==> config.mk <==
export PLATFORM = sky130hd
export DESIGN_NAME = refcounted_channel_slot_allocator
export DESIGN_NICKNAME = d
export VERILOG_FILES = /design/src/rcsa_pkg.sv /design/src/rcsa_cell.sv /design/src/rcsa_free_stack.sv /design/src/refcounted_channel_slot_allocator.sv
export VERILOG_INCLUDE_DIRS = /design/src /design/src/src
export SDC_FILE = /design/constraint.sdc
export NUM_CORES = 2
export LEC_CHECK = 0
export BUFFER_PORTS_ARGS = -buffer_cell sky130_fd_sc_hd__buf_2
export CELL_PAD_IN_SITES_DETAIL_PLACEMENT = 0
export CELL_PAD_IN_SITES_GLOBAL_PLACEMENT = 2
export CORE_MARGIN = 1.5
export CORE_UTILIZATION = 42
export CTS_BUF_LIST = sky130_fd_sc_hd__clkbuf_4 sky130_fd_sc_hd__clkbuf_8 sky130_fd_sc_hd__clkbuf_16
export DETAILED_ROUTE_END_ITERATION = 12
export GPL_ROUTABILITY_DRIVEN = 0
export GPL_TIMING_DRIVEN = 0
export PLACE_DENSITY_LB_ADDON = 0.1
export SETUP_SLACK_MARGIN = 0.15
export SYNTH_ARGS = -nofsm -noshare
export SYNTH_HDL_FRONTEND = slang
export SYNTH_SLANG_ARGS = --single-unit
==> constraint.sdc <==
create_clock -name clk_i -period 9.2 [get_ports clk_i]
set_input_delay 0.92 -clock clk_i [delete_from_list [all_inputs] [get_ports clk_i]]
set_output_delay 0.92 -clock clk_i [all_outputs]
set_load 0.02 [all_outputs]
==> src/refcounted_channel_slot_allocator_assert.svh <==
// Assertion macros for the channel slot allocator.
// Included by the top level; needs nothing else.
`ifndef REFCOUNTED_CHANNEL_SLOT_ALLOCATOR_ASSERT_SVH
`define REFCOUNTED_CHANNEL_SLOT_ALLOCATOR_ASSERT_SVH

// Same-cycle implication, disabled in reset
`define RCSA_ASSERT_IMP(label, clk, rst_n, ante, cons, msg) \
  label: assert property (@(posedge clk) disable iff (!rst_n) (ante) |-> (cons)) \
    else $error(msg);

// Next-cycle implication, disabled in reset
`define RCSA_ASSERT_NXT(label, clk, rst_n, ante, cons, msg) \
  label: assert property (@(posedge clk) disable iff (!rst_n) (ante) |=> (cons)) \
    else $error(msg);

`endif

==> src/rcsa_pkg.sv <==
// Shared types and codes for the channel slot allocator.
// No dependencies; used by every module of the block.
package rcsa_pkg;

  // Request operation codes
  typedef enum logic [1:0] {
    OP_CONNECT    = 2'd0,
    OP_DISCONNECT = 2'd1,
    OP_QUERY      = 2'd2
  } op_e;

  // Result status codes
  typedef enum logic [2:0] {
    ST_OK       = 3'd0,
    ST_BAD_ID   = 3'd1,
    ST_CAP      = 3'd2,
    ST_NOSLOT   = 3'd3,
    ST_NOTFOUND = 3'd4,
    ST_FULL     = 3'd5
  } status_e;

  // Register map (word index)
  localparam logic REG_MAX_CAPACITY = 1'b0;

  // Search token control, handed from cell to cell
  typedef struct packed {
    logic act;  // token carries a live search
    logic hit;  // an earlier cell matched
  } tok_ctl_t;

  // Entry write control, broadcast to all cells
  typedef struct packed {
    logic we;     // write the addressed entry
    logic valid;  // new valid bit for it
  } wr_ctl_t;

  // Free stack commands
  typedef struct packed {
    logic push;
    logic pop;
  } stk_cmd_t;

endpackage

==> src/rcsa_cell.sv <==
// One slot entry of the allocator: holds valid, key, count, capacity.
// Compares the search token against its entry and passes it on.
// Depends on rcsa_pkg.
module rcsa_cell #(
  parameter int SlotW = 4,
  parameter int CntW  = 16,
  parameter int Index = 0
) (
  input  logic                clk_i,
  input  logic                rst_ni,
  input  logic [31:0]         key_i,
  input  rcsa_pkg::tok_ctl_t  tok_ctl_i,
  input  logic [SlotW-1:0]    tok_slot_i,
  input  logic [CntW-1:0]     tok_cnt_i,
  input  logic [15:0]         tok_cap_i,
  output rcsa_pkg::tok_ctl_t  tok_ctl_o,
  output logic [SlotW-1:0]    tok_slot_o,
  output logic [CntW-1:0]     tok_cnt_o,
  output logic [15:0]         tok_cap_o,
  input  rcsa_pkg::wr_ctl_t   wr_i,
  input  logic [SlotW-1:0]    wr_slot_i,
  input  logic [31:0]         wr_key_i,
  input  logic [CntW-1:0]     wr_cnt_i,
  input  logic [15:0]         wr_cap_i,
  output logic                valid_o
);

  localparam logic [SlotW-1:0] MySlot = SlotW'(Index);

  logic               valid_q;
  logic [31:0]        key_q;
  logic [CntW-1:0]    cnt_q;
  logic [15:0]        cap_q;
  rcsa_pkg::tok_ctl_t tok_ctl_q, tok_ctl_d;
  logic [SlotW-1:0]   tok_slot_q, tok_slot_d;
  logic [CntW-1:0]    tok_cnt_q, tok_cnt_d;
  logic [15:0]        tok_cap_q, tok_cap_d;
  logic               wr_me;
  logic               match;

  assign wr_me = wr_i.we && (wr_slot_i == MySlot);
  assign match = valid_q && (key_q == key_i);

  // Entry storage
  always_ff @(posedge clk_i or negedge rst_ni) begin
    if (!rst_ni) begin
      valid_q <= 1'b0;
    end else if (wr_me) begin
      valid_q <= wr_i.valid;
    end
  end

  always_ff @(posedge clk_i) begin
    if (wr_me) begin
      key_q <= wr_key_i;
      cnt_q <= wr_cnt_i;
      cap_q <= wr_cap_i;
    end
  end

  // Token: first matching cell claims it, later cells pass it through
  always_comb begin
    tok_ctl_d  = tok_ctl_i;
    tok_slot_d = tok_slot_i;
    tok_cnt_d  = tok_cnt_i;
    tok_cap_d  = tok_cap_i;
    if (tok_ctl_i.act && !tok_ctl_i.hit && match) begin
      tok_ctl_d.hit = 1'b1;
      tok_slot_d    = MySlot;
      tok_cnt_d     = cnt_q;
      tok_cap_d     = cap_q;
    end
  end

  always_ff @(posedge clk_i or negedge rst_ni) begin
    if (!rst_ni) begin
      tok_ctl_q <= '0;
    end else begin
      tok_ctl_q <= tok_ctl_d;
    end
  end

  always_ff @(posedge clk_i) begin
    tok_slot_q <= tok_slot_d;
    tok_cnt_q  <= tok_cnt_d;
    tok_cap_q  <= tok_cap_d;
  end

  assign tok_ctl_o  = tok_ctl_q;
  assign tok_slot_o = tok_slot_q;
  assign tok_cnt_o  = tok_cnt_q;
  assign tok_cap_o  = tok_cap_q;
  assign valid_o    = valid_q;

endmodule

==> src/rcsa_free_stack.sv <==
// LIFO stack of free slot indexes, reset full with slot N-1 on top.
// Depends on rcsa_pkg.
module rcsa_free_stack #(
  parameter int Depth  = 16,
  parameter int SlotW  = 4,
  parameter int DepthW = 5
) (
  input  logic                clk_i,
  input  logic                rst_ni,
  input  rcsa_pkg::stk_cmd_t  cmd_i,
  input  logic [SlotW-1:0]    push_slot_i,
  output logic [SlotW-1:0]    top_slot_o,
  output logic                empty_o,
  output logic [DepthW-1:0]   depth_o
);

  localparam logic [DepthW-1:0] DepthMax = DepthW'(Depth);

  logic [SlotW-1:0]  stack_q [Depth];
  logic [DepthW-1:0] depth_q;
  logic [SlotW-1:0]  pop_idx;
  logic [SlotW-1:0]  push_idx;
  logic              full;

  assign full     = (depth_q == DepthMax);
  assign empty_o  = (depth_q == '0);
  assign pop_idx  = SlotW'(depth_q - DepthW'(1));
  assign push_idx = SlotW'(depth_q);

  assign top_slot_o = stack_q[pop_idx];
  assign depth_o    = depth_q;

  // Stack entries and depth; a push onto a full stack is dropped
  always_ff @(posedge clk_i or negedge rst_ni) begin
    if (!rst_ni) begin
      for (int i = 0; i < Depth; i++) begin
        stack_q[i] <= SlotW'(i);
      end
      depth_q <= DepthMax;
    end else if (cmd_i.pop && !empty_o) begin
      depth_q <= depth_q - DepthW'(1);
    end else if (cmd_i.push && !full) begin
      stack_q[push_idx] <= push_slot_i;
      depth_q           <= depth_q + DepthW'(1);
    end
  end

endmodule

==> src/refcounted_channel_slot_allocator.sv <==
// Reference-counted channel slot allocator: top level with control, APB port and cell chain.
// Depends on rcsa_pkg, rcsa_cell, rcsa_free_stack and the assertion header.
//
// Each request beat (connect, disconnect or query of a 32-bit channel ID) is looked up
// by a search token. The token enters a chain of CHANNELS entry cells the cycle after
// acceptance, once the request register holds the new key, and moves one cell per clock.
// The lookup at the end of the chain is then latched, and the update is applied as the
// result register is loaded. A new request is taken only once the previous one has left
// the update stage, even while the previous result still waits to be taken; a stalled
// result holds back only the update of the next request. Only one request is looked up
// at a time. max_capacity sits at byte address 0 of the APB port and may be written only
// while the block is idle.
`include "refcounted_channel_slot_allocator_assert.svh"

module refcounted_channel_slot_allocator #(
  parameter int CHANNELS   = 16,
  parameter int COUNT_BITS = 16
) (
  input  logic        clk_i,
  input  logic        rst_ni,
  // request channel
  input  logic        in_valid_i,
  output logic        in_stall_o,
  input  logic [1:0]  operation_i,
  input  logic [31:0] channel_id_i,
  input  logic [15:0] capacity_i,
  // result channel
  output logic        out_valid_o,
  input  logic        out_stall_i,
  output logic [2:0]  status_o,
  output logic [3:0]  slot_o,
  output logic [15:0] connections_o,
  output logic [15:0] stored_capacity_o,
  output logic        capacity_mismatch_o,
  output logic        created_o,
  output logic        released_o,
  // configuration
  input  logic        psel,
  input  logic        penable,
  input  logic        pwrite,
  input  logic [2:0]  paddr,
  input  logic [31:0] pwdata,
  output logic [31:0] prdata,
  output logic        pready
);

  localparam int SlotW  = (CHANNELS > 1) ? $clog2(CHANNELS) : 1;
  localparam int DepthW = $clog2(CHANNELS + 1);
  localparam int CntW   = COUNT_BITS;

  typedef enum logic [2:0] {
    S_IDLE = 3'b001,
    S_SCAN = 3'b010,
    S_DONE = 3'b100
  } state_e;

  state_e state_q, state_d;

  // Request and lookup result registers
  rcsa_pkg::op_e    op_q;
  logic [31:0]      id_q;
  logic [15:0]      cap_q;
  logic             launch_q;
  logic             hit_q;
  logic [SlotW-1:0] rslot_q;
  logic [CntW-1:0]  rcnt_q;
  logic [15:0]      rcap_q;
  logic [15:0]      max_cap_q;

  // Result register
  logic                out_valid_q;
  rcsa_pkg::status_e   status_q, status_d;
  logic [3:0]          slot_q, slot_d;
  logic [15:0]         conn_q, conn_d;
  logic [15:0]         scap_q, scap_d;
  logic                mis_q, mis_d;
  logic                cre_q, cre_d;
  logic                rel_q, rel_d;

  // Chain wiring
  rcsa_pkg::tok_ctl_t tok_ctl  [CHANNELS+1];
  logic [SlotW-1:0]   tok_slot [CHANNELS+1];
  logic [CntW-1:0]    tok_cnt  [CHANNELS+1];
  logic [15:0]        tok_cap  [CHANNELS+1];
  logic [CHANNELS-1:0] valid_vec;

  rcsa_pkg::wr_ctl_t  wr;
  logic [SlotW-1:0]   wr_slot;
  logic [CntW-1:0]    wr_cnt;
  logic [15:0]        wr_cap;

  rcsa_pkg::stk_cmd_t stk_cmd;
  logic [SlotW-1:0]   stk_top;
  logic               stk_empty;
  logic [DepthW-1:0]  stk_depth;

  logic               in_acc;
  logic               fire;
  logic               found;
  logic               cnt_full;
  logic [CntW-1:0]    cnt_dec;
  logic [31:0]        slot_ext;
  logic [31:0]        cnt_ext;
  logic               cfg_wr;

  assign in_stall_o = (state_q != S_IDLE);
  assign in_acc     = in_valid_i && !in_stall_o;
  assign fire       = (state_q == S_DONE) && (!out_valid_q || !out_stall_i);

  // APB register access
  assign pready = 1'b1;
  assign cfg_wr = psel && penable && pwrite && pready;
  assign prdata = (paddr[2] == rcsa_pkg::REG_MAX_CAPACITY) ? {16'b0, max_cap_q} : 32'b0;

  always_ff @(posedge clk_i or negedge rst_ni) begin
    if (!rst_ni) begin
      max_cap_q <= 16'hFFFF;
    end else if (cfg_wr && (paddr[2] == rcsa_pkg::REG_MAX_CAPACITY)) begin
      max_cap_q <= pwdata[15:0];
    end
  end

  // Token launch into the first cell, the cycle after accept so id_q holds the new key
  always_ff @(posedge clk_i or negedge rst_ni) begin
    if (!rst_ni) begin
      launch_q <= 1'b0;
    end else begin
      launch_q <= in_acc;
    end
  end

  assign tok_ctl[0].act = launch_q;
  assign tok_ctl[0].hit = 1'b0;
  assign tok_slot[0]    = '0;
  assign tok_cnt[0]     = '0;
  assign tok_cap[0]     = '0;

  // Entry cell chain
  for (genvar g = 0; g < CHANNELS; g++) begin : g_cell
    rcsa_cell #(
      .SlotW (SlotW),
      .CntW  (CntW),
      .Index (g)
    ) u_cell (
      .clk_i      (clk_i),
      .rst_ni     (rst_ni),
      .key_i      (id_q),
      .tok_ctl_i  (tok_ctl[g]),
      .tok_slot_i (tok_slot[g]),
      .tok_cnt_i  (tok_cnt[g]),
      .tok_cap_i  (tok_cap[g]),
      .tok_ctl_o  (tok_ctl[g+1]),
      .tok_slot_o (tok_slot[g+1]),
      .tok_cnt_o  (tok_cnt[g+1]),
      .tok_cap_o  (tok_cap[g+1]),
      .wr_i       (wr),
      .wr_slot_i  (wr_slot),
      .wr_key_i   (id_q),
      .wr_cnt_i   (wr_cnt),
      .wr_cap_i   (wr_cap),
      .valid_o    (valid_vec[g])
    );
  end

  rcsa_free_stack #(
    .Depth  (CHANNELS),
    .SlotW  (SlotW),
    .DepthW (DepthW)
  ) u_free_stack (
    .clk_i       (clk_i),
    .rst_ni      (rst_ni),
    .cmd_i       (stk_cmd),
    .push_slot_i (rslot_q),
    .top_slot_o  (stk_top),
    .empty_o     (stk_empty),
    .depth_o     (stk_depth)
  );

  // Control FSM
  always_comb begin
    state_d = state_q;
    unique case (state_q)
      S_IDLE: if (in_acc) state_d = S_SCAN;
      S_SCAN: if (tok_ctl[CHANNELS].act) state_d = S_DONE;
      S_DONE: if (fire) state_d = S_IDLE;
      default: state_d = S_IDLE;
    endcase
  end

  always_ff @(posedge clk_i or negedge rst_ni) begin
    if (!rst_ni) begin
      state_q <= S_IDLE;
    end else begin
      state_q <= state_d;
    end
  end

  // Request capture and lookup result capture
  always_ff @(posedge clk_i) begin
    if (in_acc) begin
      op_q  <= rcsa_pkg::op_e'(operation_i);
      id_q  <= channel_id_i;
      cap_q <= capacity_i;
    end
    if ((state_q == S_SCAN) && tok_ctl[CHANNELS].act) begin
      hit_q   <= tok_ctl[CHANNELS].hit;
      rslot_q <= tok_slot[CHANNELS];
      rcnt_q  <= tok_cnt[CHANNELS];
      rcap_q  <= tok_cap[CHANNELS];
    end
  end

  assign found    = hit_q && (id_q != 32'b0);
  assign cnt_full = (rcnt_q == {CntW{1'b1}});
  assign cnt_dec  = (rcnt_q != '0) ? (rcnt_q - CntW'(1)) : rcnt_q;

  // Update decision and result fields
  always_comb begin
    status_d    = rcsa_pkg::ST_OK;
    slot_ext    = 32'b0;
    cnt_ext     = 32'b0;
    scap_d      = 16'b0;
    mis_d       = 1'b0;
    cre_d       = 1'b0;
    rel_d       = 1'b0;
    wr.we       = 1'b0;
    wr.valid    = 1'b1;
    wr_slot     = rslot_q;
    wr_cnt      = rcnt_q;
    wr_cap      = rcap_q;
    stk_cmd     = '0;
    unique case (op_q)
      rcsa_pkg::OP_CONNECT: begin
        if (id_q == 32'b0) begin
          status_d = rcsa_pkg::ST_BAD_ID;
        end else if (cap_q > max_cap_q) begin
          status_d = rcsa_pkg::ST_CAP;
        end else if (found) begin
          slot_ext = 32'(rslot_q);
          scap_d   = rcap_q;
          mis_d    = (rcap_q != cap_q);
          if (cnt_full) begin
            status_d = rcsa_pkg::ST_FULL;
            cnt_ext  = 32'(rcnt_q);
          end else begin
            wr.we   = 1'b1;
            wr_cnt  = rcnt_q + CntW'(1);
            cnt_ext = 32'(wr_cnt);
          end
        end else if (stk_empty) begin
          status_d = rcsa_pkg::ST_NOSLOT;
        end else begin
          // new channel takes the top free slot
          wr.we       = 1'b1;
          wr_slot     = stk_top;
          wr_cnt      = CntW'(1);
          wr_cap      = cap_q;
          stk_cmd.pop = 1'b1;
          slot_ext    = 32'(stk_top);
          cnt_ext     = 32'(wr_cnt);
          scap_d      = cap_q;
          cre_d       = 1'b1;
        end
      end
      rcsa_pkg::OP_DISCONNECT: begin
        if (!found) begin
          status_d = rcsa_pkg::ST_NOTFOUND;
        end else begin
          wr.we        = 1'b1;
          wr_cnt       = cnt_dec;
          wr.valid     = (cnt_dec != '0);
          rel_d        = (cnt_dec == '0);
          stk_cmd.push = rel_d;
          slot_ext     = 32'(rslot_q);
          cnt_ext      = 32'(cnt_dec);
          scap_d       = rcap_q;
        end
      end
      default: begin
        // query, and the unused code
        if (!found) begin
          status_d = rcsa_pkg::ST_NOTFOUND;
        end else begin
          slot_ext = 32'(rslot_q);
          cnt_ext  = 32'(rcnt_q);
          scap_d   = rcap_q;
        end
      end
    endcase
    // nothing changes until the result register can take the beat
    if (!fire) begin
      wr.we   = 1'b0;
      stk_cmd = '0;
    end
    slot_d = slot_ext[3:0];
    conn_d = cnt_ext[15:0];
  end

  // Result register
  always_ff @(posedge clk_i or negedge rst_ni) begin
    if (!rst_ni) begin
      out_valid_q <= 1'b0;
    end else if (fire) begin
      out_valid_q <= 1'b1;
    end else if (!out_stall_i) begin
      out_valid_q <= 1'b0;
    end
  end

  always_ff @(posedge clk_i) begin
    if (fire) begin
      status_q <= status_d;
      slot_q   <= slot_d;
      conn_q   <= conn_d;
      scap_q   <= scap_d;
      mis_q    <= mis_d;
      cre_q    <= cre_d;
      rel_q    <= rel_d;
    end
  end

  assign out_valid_o         = out_valid_q;
  assign status_o            = status_q;
  assign slot_o              = slot_q;
  assign connections_o       = conn_q;
  assign stored_capacity_o   = scap_q;
  assign capacity_mismatch_o = mis_q;
  assign created_o           = cre_q;
  assign released_o          = rel_q;

  // Checks
  `RCSA_ASSERT_IMP(a_slots_conserved, clk_i, rst_ni, state_q == S_IDLE,
    $countones(valid_vec) + int'(stk_depth) == CHANNELS, "slot count lost")
  `RCSA_ASSERT_IMP(a_tail_in_scan, clk_i, rst_ni, tok_ctl[CHANNELS].act,
    state_q == S_SCAN, "search token out of scan")
  `RCSA_ASSERT_IMP(a_created_ok, clk_i, rst_ni, out_valid_o && created_o,
    status_o == rcsa_pkg::ST_OK && connections_o == 16'd1 && !released_o,
    "bad create result")
  `RCSA_ASSERT_NXT(a_accept_scan, clk_i, rst_ni, in_acc, state_q == S_SCAN,
    "accept did not start scan")

endmodule
Word-level counts from Yosys, hierarchy flattened --
Index checks and enable logic that the tools add are counted. Widths: inputs -> output; s select.
Storage, ports and cells: bits in registers 1852, input bits 92, output and inout port bits 77, logic and storage cells 464
Operators by class: $add $sub $neg 4, order comparisons 4, eq/ne operators 43, muxes and demuxes 123, bitwise logic cells 6, reduce and logical (&&, ||, !) cells 106
Operator list (number):
- $mux 16 | 55
- $eq 32x32->1 | 16
- $logic_and 1x1->1 | 73
- $bwmux 64 | 1
- $pmux 16 s2 | 2
- $mux 4 | 14
- $mux 1 | 33
- $eq 4x4->1 const B | 8
- $logic_not 32->1 | 1
- $reduce_bool 16->1 | 2
- $reduce_bool 32->1 | 1
- $mux 3 | 9
- $logic_not 1->1 | 20
- $add 16x1->16 const B | 1
- $bmux 4 s4 | 1
- $demux 4 s4 | 1
- $eq 16x16->1 const B | 1
- $eq 4x3->1 const B | 4
- $gt 16x16->1 | 1
- $logic_not 16->1 | 1
- $ne 16x16->1 | 1
- $sub 16x1->16 const B | 1
- $ge 5x5->1 const B | 2
- $mux 5 | 2
- 26 further kinds | 35

Depth between registers and ports, before layout --
depth in word-level cells 12, depth in mapped cells 15, gate-level depth less buffers 11

Cells and area by module --
A second synthesis with hierarchy kept.
Unflattened totals: cell total of the unflattened synthesis 3982, area, all modules 67780.0 um^2
By module, submodules not included:
- rcsa_cell at g_cell[0].u_cell ... | times used 7, cells each 190, area an instance 3537.1 um^2, seq. area each 2717.6 um^2
- rcsa_cell at g_cell[11].u_cell ... | times used 4, cells each 190, area an instance 3538.4 um^2, seq. area each 2717.6 um^2
- rcsa_cell at g_cell[13].u_cell ... | times used 4, cells each 190, area an instance 3534.6 um^2, seq. area each 2717.6 um^2
- refcounted_channel_slot_allocator | times used 1, cells each 671, area an instance 7736.2 um^2, seq. area each 4420.5 um^2
- rcsa_cell at g_cell[15].u_cell | times used 1, cells each 191, area an instance 3537.1 um^2, seq. area each 2717.6 um^2
- rcsa_free_stack | times used 1, cells each 270, area an instance 3454.6 um^2, seq. area each 1767.9 um^2

Worst setup path before layout --
Ideal clock, no wire load.
path kind register to register, start point register u_free_stack.depth_q[0], in the netlist u_free_stack.depth_o[0], end point register g_cell[3].u_cell.valid_q, setup time 0.090 ns, arrival time 9.130 ns, required time 9.110 ns, slack -0.020 ns, cell stages (with the launch flop) 12, path buffers 4, period minus slack after synthesis 9.220 ns, path through dfrtp_1 > buf_2 > buf_2 > inv_1 > ha_1 > clkbuf_1 > buf_1 > mux4_2 > mux4_2 > or4_1 > a221oi_1 > mux2_2
Between the ends: longest elaborated chain between the ends 12, elaborated cells between the ends (all ways) 19, those cells by class add/sub (1); eq/ne (1); mux (14); bitwise (1); reduce/logical (2)
Ends and longest elaborated chain:
- start: declaration | line rcsa_free_stack.sv:20 | logic [DepthW-1:0] depth_q;
- start signal: assignment | line rcsa_free_stack.sv:39 | depth_q <= DepthMax;
- start signal: assignment | line rcsa_free_stack.sv:41 | depth_q <= depth_q - DepthW'(1);
- start signal: assignment | line rcsa_free_stack.sv:44 | depth_q <= depth_q + DepthW'(1);
- $sub 5x1->5
- net u_free_stack.pop_idx[0] | line rcsa_free_stack.sv:21 | logic [SlotW-1:0] pop_idx;
- $not 4->5 (not written as such) | line rcsa_free_stack.sv:30 | assign top_slot_o = stack_q[pop_idx];
- $bmux 4 s4 | line rcsa_free_stack.sv:30
- $mux 4 (not written as such) (2 in a row) | line rcsa_free_stack.sv:30
- $mux 4 | line refcounted_channel_slot_allocator.sv:250 | end else if (stk_empty) begin
- $mux 4 | line refcounted_channel_slot_allocator.sv:238 | end else if (found) begin
- $mux 4 | line refcounted_channel_slot_allocator.sv:236 | end else if (cap_q > max_cap_q) begin
- $mux 4 | line refcounted_channel_slot_allocator.sv:234 | if (id_q == 32'b0) begin
- $mux 4 | line refcounted_channel_slot_allocator.sv:232 | unique case (op_q)
- $eq 4x2->1 | line rcsa_cell.sv:41 | assign wr_me = wr_i.we && (wr_slot_i == MySlot);
- $logic_and 1x1->1 | line rcsa_cell.sv:41
- net g_cell[3].u_cell.wr_me | line rcsa_cell.sv:38 | logic wr_me;
- end signal: assignment | line rcsa_cell.sv:49 | valid_q <= wr_i.valid;
- end: declaration | line rcsa_cell.sv:30 | logic valid_q;
The timed path passes the listed nets, and every way through them passes these cells. The select of a mux whose other input is x is not followed. A chain may end at the register's enable or synchronous reset.

Final worst setup path --
start point register id_q[2], end point register g_cell[2].u_cell.cap_q[3] (data pin)
Between the ends: longest elaborated chain between the ends 6, elaborated cells between the ends (all ways) 7, those cells by class mux (4); reduce/logical (3)
Ends and longest elaborated chain:
- start: declaration | line refcounted_channel_slot_allocator.sv:61 | logic [31:0] id_q;
- start signal: assignment | line refcounted_channel_slot_allocator.sv:202 | id_q <= channel_id_i;
- $reduce_bool 32->1 | line refcounted_channel_slot_allocator.sv:213 | assign found = hit_q && (id_q != 32'b0);
- $logic_and 1x1->1 | line refcounted_channel_slot_allocator.sv:213
- $mux 16 | line refcounted_channel_slot_allocator.sv:238
- $mux 16 | line refcounted_channel_slot_allocator.sv:236
- $mux 16 * | line refcounted_channel_slot_allocator.sv:234
- $mux 16 * | line refcounted_channel_slot_allocator.sv:232
- net g_cell[0].u_cell.wr_cap_i[3] | line rcsa_cell.sv:24 | input logic [15:0] wr_cap_i,
- end signal: assignment | line rcsa_cell.sv:57 | cap_q <= wr_cap_i;
- end: declaration | line rcsa_cell.sv:33 | logic [15:0] cap_q;
The timed path passes the listed nets; every way through them passes the cells marked *.

==> qor.txt <==
Slew HR: 0.0280
setup bufs post-CTS: 0
DRC: 0
Post-synth EDFFs: 1,153
Top Ports: 169
global routing's busiest layer: met2
clock skew: 0.0367 ns
Routed Antenna Nets: 0
TritonRoute pass-1 iters: 5
FF+latch count, synth: 1,852
largest net degree at the start of global routing: 85
worst slew pin tran: 1.46 ns
Worst Path Required: 9.67 ns
status: complete, no violations
clock buffer depth: 3
Final Setup Violations: 0
commonest cells after routing, fill and taps aside: 1,153 x edfxtp_1, 561 x dfxtp_1, 545 x mux2_2
initial antenna violation count: 8
Seq/Total Area, Yosys: 0.731
R2R Path Start: id_q[2]
ys flop type: edfxtp_1
Reg2Reg Depth: 12
fill cell count: 13,500
CTS tree: done
post-synthesis cell count: 4,098
Distinct cells, synth: 79
worst reg2reg endpoint: g_cell[2].u_cell.cap_q[3]
Rows: 147
Worst-path clk slew: 0.06 ns
P per Cell Area: 240 nW/um^2
RSZ-0062 raised after global routing: false
Fmax: 140 MHz
total gr overflow: 0
die footprint: 163,000 sq um
worst-path fanout max: 17
Skew-Pair Late Insertion Delay: 0.82 ns
Final period util: 0.778
Syn-to-layout area delta: 17.1%
cts bufs inserted: 192
met1 Usage GRT: 0.306
CP Capture Type: flip-flop
TritonCTS Sinks: 1,852
Setup CP Type: reg2reg
layout cell share with drive strength beyond 1: 0.287
Lkg Pwr: 28.6 nW
Die X: 404 um
hold buffer count at CTS: 0
element type at the critical path start: flip-flop
DRT iter0 DRCs: 2,882
placed cell count: 6,482
vias in the first global route: 34,600
DP HPWL: 120,000 um
Root Driver: clkbuf_16
Min Clock Period, post-route: 7.15 ns
Total GRT Usage: 0.219
drt via density: 5.11
VDD IR-drop max: 0.194 mV
worst reg-to-reg setup slack: 2.05 ns
crit path launch: id_q[2]
final hold violation count: 0
starting density of the core: 0.422
Hold Path Class: in2async
max cap viols: 0
total power: 0.0190 W
CP arrival: 7.62 ns
Nets: 4,634
met2 track demand over resource: 0.359
most common cell after layout, fill and taps aside: edfxtp_1
fin. max-slew vios: 0
cell area after synthesis: 67,600 sq um
Syn. warnings: 0
Resized Gates After CTS: 0
Syn Area/Cell: 16.5 sq um
worst hold slack: 0.0872 ns
vias: 35,000
wire length per cell: 26.1 um
H-tree depth: 4
Die Span Y: 404 um
Post-synth ARST share: 0.0745
Buffers on Ports: 132
wirelength, routed: 179,000 um
first-pass GRT wire length: 256,000 um
CP endpoint: g_cell[2].u_cell.cap_q[3]
CORE AREA: 160,000 sq um
Finished Layout Cells: 6,848
GR Util met3: 0.0336
==> flip-flops by register name, indices dropped and copies added, names as in the netlist, 32 cells and up <==
name and flops:
g_cell.u_cell.cap_q 256, g_cell.u_cell.cnt_q 256, g_cell.u_cell.key_q 512, g_cell.u_cell.tok_cap_o 256, g_cell.u_cell.tok_cnt_o 256, g_cell.u_cell.tok_ctl_o 32, g_cell.u_cell.tok_slot_o 49, id_q 32
u_free_stack.stack_q 64
==> worst max-delay path: stages (launching register included) <==
cell and delay (ns):
edfxtp_1 1.06, clkbuf_1 1.06, nor4_1 0.12, nand4_1 0.71, nor2_1 0.29, nor3_1 0.33, clkbuf_1 0.41, nand2_1 0.43
inv_1 0.17, clkbuf_1 0.53, clkbuf_1 0.68, nand2_1 0.24, nand2_1 0.69
==> cells in the mapped netlist (20+ instances only) <==
cell	instances	area (sq um)
or2_2	47	294
a21oi_1	40	200
nand2_1	133	499
dfstp_2	50	1310
inv_1	38	143
edfxtp_1	1153	34600
xor2_1	160	1400
dfxtp_1	561	11200
nand4_1	108	676
buf_2	21	105
ha_1	23	288
xnor2_1	375	3280
nor4_1	79	494
nor2b_1	27	169
o21ai_0	38	190
dfrtp_1	88	2200
nor2_1	73	274
clkbuf_1	151	567
and2_1	39	244
mux2_4	32	480
nor3_1	30	150
mux4_2	20	450
mux2_2	545	6140
nand3_1	46	230
==> layer usage <==
| metal | up-vias | share of wire |
|---|---|---|
| li1 | 15900 | - |
| met1 | 18000 | 0.46 |
| met2 | 850 | 0.48 |
| met3 | 218 | 0.044 |
| met4 | 2 | 0.019 |
| met5 | - | 0.00011 |
==> report_power, final <==
| group | switching (W) | internal, W |
|---|---|---|
| clock network | 0.00325 | 0.00462 |
| registers | 0.000330 | 0.00920 |
| logic | 0.00111 | 0.000466 |
==> area by class of cell <==
class | instances | area (sq um) | area share
multi-input combinational | 2020 | 17500 | 0.221
timing repair buffer | 212 | 1940 | 0.0246
buffer | 201 | 891 | 0.0113
sequential | 1852 | 49400 | 0.624
antenna | 5 | 12.5 | 0.000158
clock buffer | 281 | 5650 | 0.0714
tap | 2160 | 2700 | 0.0342
clock inverter | 77 | 866 | 0.0109
inverter | 40 | 165 | 0.00209
==> metrics by stage <==
stage	setup TNS (ns)	area, sq um	worst slack (ns)	util
finish	0	79100	2.05	0.494
floorplan	-0.0685	67600	-0.0196	-
detailed placement	0	72600	2.03	0.453
CTS	0	79100	2.02	0.494
global route	0	79100	1.91	0.494
global placement	-2815.07	71000	-6.46	0.443
==> worst min path at each step <==
stage,endpoint,slack (ns),start,cells after the start
2_1_floorplan,g_cell[10].u_cell.tok_ctl_o[1],0.35,g_cell[9].u_cell.tok_ctl_o[1],0
3_3_place_gp,g_cell[10].u_cell.tok_ctl_o[1],0.36,g_cell[9].u_cell.tok_ctl_o[1],0
3_5_place_dp,g_cell[14].u_cell.tok_ctl_o[1],0.36,g_cell[13].u_cell.tok_ctl_o[1],0
4_1_cts,u_free_stack.stack_q[22],0.05,rst_ni,1
5_1_grt,u_free_stack.stack_q[18],0.08,rst_ni,1
6_report,u_free_stack.stack_q[18],0.09,rst_ni,1
==> logic make-up after synthesis <==
logic type	Yosys count	synth area share
buffers and inverters	241	0.0154
other	2	0.000111
AND/OR/NAND/NOR	652	0.0555
adder cells (fa/ha/maj)	23	0.00426
flip-flops	1852	0.731
multiplexers	601	0.105
XOR/XNOR	535	0.0694
AO/OA/AOI/OAI	192	0.0195
No activity file was read; power rests on OpenSTA's default activity.
